==> src/design/lzwc_pkg.sv <==
// Package for the LZW compressor: shared constants, register map and the
// table control group. No dependencies.
package lzwc_pkg;

    localparam int START_WIDTH        = 9;
    localparam int DEF_TOP_WIDTH      = 13;
    localparam int DEF_HASH_SLOTS     = 9029;

    localparam int CNT_W              = 32;
    localparam int RATIO_W            = 16;
    localparam int DIVD_W             = 39;
    localparam int APB_ADDR_W         = 2;

    localparam int CODE_CLEAR         = 256;
    localparam int CODE_END           = 257;
    localparam int CODE_FIRST         = 258;
    localparam int RATIO_INIT         = 100;

    localparam logic [15:0] DEF_CHECK_INTERVAL = 16'd100;
    localparam logic [APB_ADDR_W-1:0] ADDR_CHECK_INTERVAL = 2'd0;

    typedef struct packed {
        logic rd_en;
        logic wr_en;
        logic clear;
    } tbl_ctl_t;

endpackage

==> src/design/lzwc_div.sv <==
// Restoring divider, one quotient bit per cycle, for the ratio check.
// Depends on lzwc_pkg.
module lzwc_div
    import lzwc_pkg::*;
(
    input  logic              clk,
    input  logic              rst_n,
    input  logic              start,
    input  logic [DIVD_W-1:0] dividend,
    input  logic [CNT_W-1:0]  divisor,
    output logic              done,
    output logic [DIVD_W-1:0] quotient
);
    localparam int STEP_W = $clog2(DIVD_W + 1);

    logic [CNT_W-1:0]  rem_reg, rem_next;
    logic [DIVD_W-1:0] quo_reg, quo_next;
    logic [CNT_W-1:0]  dvs_reg, dvs_next;
    logic [STEP_W-1:0] cnt_reg, cnt_next;
    logic              busy_reg, busy_next;
    logic              done_reg, done_next;
    logic [CNT_W:0]    trial;
    logic [CNT_W:0]    diff;

    always_comb
    begin
        rem_next  = rem_reg;
        quo_next  = quo_reg;
        dvs_next  = dvs_reg;
        cnt_next  = cnt_reg;
        busy_next = busy_reg;
        done_next = 1'b0;
        trial     = {rem_reg, quo_reg[DIVD_W-1]};
        diff      = trial - {1'b0, dvs_reg};
        if (start)
        begin
            rem_next  = '0;
            quo_next  = dividend;
            dvs_next  = divisor;
            cnt_next  = STEP_W'(DIVD_W);
            busy_next = 1'b1;
        end
        else if (busy_reg)
        begin
            if (trial >= {1'b0, dvs_reg})
            begin
                rem_next = diff[CNT_W-1:0];
                quo_next = {quo_reg[DIVD_W-2:0], 1'b1};
            end
            else
            begin
                rem_next = trial[CNT_W-1:0];
                quo_next = {quo_reg[DIVD_W-2:0], 1'b0};
            end
            cnt_next = cnt_reg - STEP_W'(1);
            if (cnt_reg == STEP_W'(1))
            begin
                busy_next = 1'b0;
                done_next = 1'b1;
            end
        end
    end

    always_ff @(posedge clk or negedge rst_n)
    begin
        if (!rst_n)
        begin
            busy_reg <= 1'b0;
            done_reg <= 1'b0;
            cnt_reg  <= '0;
        end
        else
        begin
            busy_reg <= busy_next;
            done_reg <= done_next;
            cnt_reg  <= cnt_next;
        end
    end

    always_ff @(posedge clk)
    begin
        rem_reg <= rem_next;
        quo_reg <= quo_next;
        dvs_reg <= dvs_next;
    end

    assign done     = done_reg;
    assign quotient = quo_reg;

endmodule

==> config.mk <==
export PLATFORM = sky130hd
export DESIGN_NAME = lzwc_div
export DESIGN_NICKNAME = d
export VERILOG_FILES = /design/src/design/lzwc_pkg.sv /design/src/design/lzwc_div.sv
export SDC_FILE = /design/constraint.sdc
export NUM_CORES = 1
export LEC_CHECK = 0
export ABC_AREA = 0
export BUFFER_PORTS_ARGS = -buffer_cell sky130_fd_sc_hd__buf_2
export CAP_MARGIN = 20
export CORE_UTILIZATION = 40
export DETAILED_ROUTE_END_ITERATION = 16
export HOLD_SLACK_MARGIN = 0.12
export PLACE_DENSITY = 0.59
export SYNTH_ARGS = -nofsm -noshare
export SYNTH_HDL_FRONTEND = slang
export SYNTH_SLANG_ARGS = --single-unit
==> constraint.sdc <==
create_clock -name clk -period 3.2 [get_ports clk]
set_input_delay 0.16 -clock clk [delete_from_list [all_inputs] [get_ports clk]]
set_output_delay 0.16 -clock clk [all_outputs]
set_load 0.02 [all_outputs]
==> run summary <==
CTS tree -> done
share of cells above drive strength 1 -> 23.1%
Logic pwr share -> 15.6%
clock skew -> 0.0101 ns
Die Y -> 127 um
final WL -> 14700 um
Fin. Hold Viols -> 0
Max Root-Sink Buffers -> 2
Post-Layout Inst Area -> 8000 um2
Unique masters post-synth -> 55
Metal-1 WL -> 6990 um
Post-CTS Setup Repair Bufs -> 0
R2R Path Start -> dvs_reg[1]
Clk pin slew, worst setup/hold paths -> 0.08 ns
CP required -> 3.45 ns
DRC violations left -> 0
Max FO, Critical Path -> 14
Post-Place Cell Area -> 7020 um2
syn_area_per_cell -> 10.4 um2
Psw -> 0.851 mW
Synthesized Nets -> 711
vias in the first global route -> 4966
Reg power frac -> 51.1%
post-synthesis sequential area ratio -> 47.5%
pin count of the biggest net entering global routing -> 66
commonest non-fill, non-tap cell in the layout -> buf_2
area taken by multi-input logic gates -> 3000 um2
initial antenna violation count -> 0
Yosys top cell area share -> 34.0%
DRC marker count from the first detailed-route iteration -> 279
hold path startpoint -> dividend[34]
DP HPWL -> 9860 um
Std-Cell Rows -> 45
Vias -> 5081
synthesized netlist cell count -> 602
Hold Path Class -> in -> reg
first-pass GRT wire length -> 24200 um
vias per cell -> 5.13
WHS Path Cells -> 2
routability cong. -> 0.878
Fill cells -> 1374
crit start category -> flip-flop
WL met3 -> 581 um
Reg2Reg Setup Slack -> 0.24 ns
Initial Utilization -> 41.0%
Worst Tran Pin Value -> 0.784 ns
post-layout min period -> 2.96 ns
Layout Nets -> 883
switch share -> 26.2%
leak pwr -> 3.47 nW
synthesized flop and latch total -> 111
run status -> complete, no violations
final setup vio count -> 0
final worst path period share -> 92.5%
Hold EP -> quotient[34]
most frequent cells in the layout -> 112 x buf_2, 71 x edfxtp_1, 70 x dlygate4sd3_1
synth warn -> 0
Max Freq -> 338 MHz
TNS Setup -> 0 ns
Die Wd -> 127 um
Slew HR -> 47.7%
Root Buffer -> clkbuf_16
top area cells in the synthesized netlist -> edfxtp_1 34%, dfxtp_1 10%, mux2_2 6.8%
Post-DRT Antenna Nets -> 0
kind of critical path -> reg -> reg
power share of the clock group -> 33.3%
power per cell area -> 406 nW/um2
port bufs -> 113
Final Util -> 52.4%
top sig layer -> met4
antenna cells -> 0
GRT Total Usage -> 18.8%
cell-internal power -> 2.40 mW
Reg2Reg Depth -> 12
Slew Viols, Final -> 0
WL/cell -> 14.9 um
synthesized area -> 6260 um2
grt total ovfl -> 0
Synth area leader -> edfxtp_1
clk_lat worst skew -> 0.36 ns
Post-synth EDFFs -> 71
# H-tree levels -> 3
WP data arrival -> 3.21 ns
tightest hold margin -> 0.138 ns
Syn-to-layout area delta -> 27.7%
maximum capacitance violations -> 0
Top-Level Pins -> 114
main flop type after synthesis -> edfxtp_1
Die Area -> 16200 um2
CTS Buf Count -> 9
First-pass DRT Iterations -> 4
register area -> 2970 um2
core area -> 15300 um2
Post-synth ARST share -> 7.21%
Worst VDD drop -> 0.244 mV
Critical R2R Capture -> rem_reg[16]
max reg flops -> 39
Critical Path Sink Type -> flip-flop
CTS Sinks -> 111
RSZ-0062 raised after global routing -> no
power after layout -> 3.25 mW
met2 WL post-DR -> 6820 um
[metal layers]
layer,up-vias,track usage (%)
met5,-,0
met4,0,8.33
met3,20,3.06
met2,121,31.8
met1,2387,23.9
li1,2553,-
[power by group through the flow]
stage	clock [mW]	sequential (mW)	combinational (mW)
after floorplan	0	1.75	0.225
after global placement	0	1.69	0.435
after detailed placement	0	1.69	0.438
after CTS	1.13	1.66	0.506
after global routing	1.17	1.67	0.557
final	1.08	1.66	0.508
[worst max-delay path, cell delays in order, from the launching register on]
cell	delay, ns
edfxtp_1	0.42
inv_1	0.09
ha_1	0.23
nor2b_1	0.15
o31a_1	0.27
o31ai_2	0.30
a21oi_2	0.12
o21ai_1	0.15
o311a_1	0.25
or2_1	0.25
buf_4	0.26
nand2_1	0.07
a311oi_1	0.28
[how the worst max path moves through the flow]
stage / start / to / slack [ns] / cells past startpoint
2_1_floorplan: quotient[38] / rem_reg[21] / 0.45 / 12
3_3_place_gp: dvs_reg[8] / rem_reg[21] / 0.38 / 11
3_5_place_dp: dvs_reg[1] / rem_reg[21] / 0.25 / 11
4_1_cts: dvs_reg[1] / rem_reg[16] / 0.21 / 12
5_1_grt: dvs_reg[1] / rem_reg[16] / 0.009 / 12
6_report: dvs_reg[1] / rem_reg[16] / 0.24 / 12
[through the flow]
stage	worst slack, ns	std cells
5_1_grt	0.00944	990
4_1_cts	0.214	990
3_5_place_dp	0.246	904
6_report	0.238	990
3_3_place_gp	0.379	904
2_1_floorplan	0.449	602
[timing repair]
item	in CTS	in global routing
hold endpoints to repair	77	0
resized for setup	0	0
hold buffers	70	0
[area by class of cell]
type | count | area share, %
timing repair buffer | 191 | 16.6
clock buffer | 9 | 2.82
clock inverter | 7 | 0.641
tap | 211 | 3.30
multi-input combinational | 420 | 37.5
inverter | 41 | 1.92
sequential | 111 | 37.2
[synthesized netlist by cell type (all sizes together) (2+ instances only)]
master and n:
edfxtp 71, nor2 50, nand2 47, inv 41, a21oi 39, mux2 38, ha 34, dfxtp 32
o21ai 23, clkbuf 20, a21o 19, a211oi 18, xnor2 18, nand3 14, xor2 14, a311oi 13
mux2i 13, and3 10, buf 10, dfrtp 8, nand4 8, nor3 6, nor4 5, o21bai 5
nand2b 4, o211ai 4, a31oi 3, a32oi 3, and2 3, o21a 3, o31a 3, o31ai 3
a41oi 2, nor2b 2, o311a 2, or2 2
[logic make-up (layout without fill, tap and decap cells)]
kind of cell / after synthesis / after routing / synth area share (%)
AND/OR/NAND/NOR: 155 / 155 / 11.3
AO/OA/AOI/OAI: 147 / 147 / 16.1
flip-flops: 111 / 111 / 47.5
buffers and inverters: 71 / 248 / 4.63
multiplexers: 51 / 51 / 8.91
adder cells (fa/ha/maj): 35 / 35 / 7.11
XOR/XNOR: 32 / 32 / 4.47
Note: power is estimated with default switching activity, not from simulation.
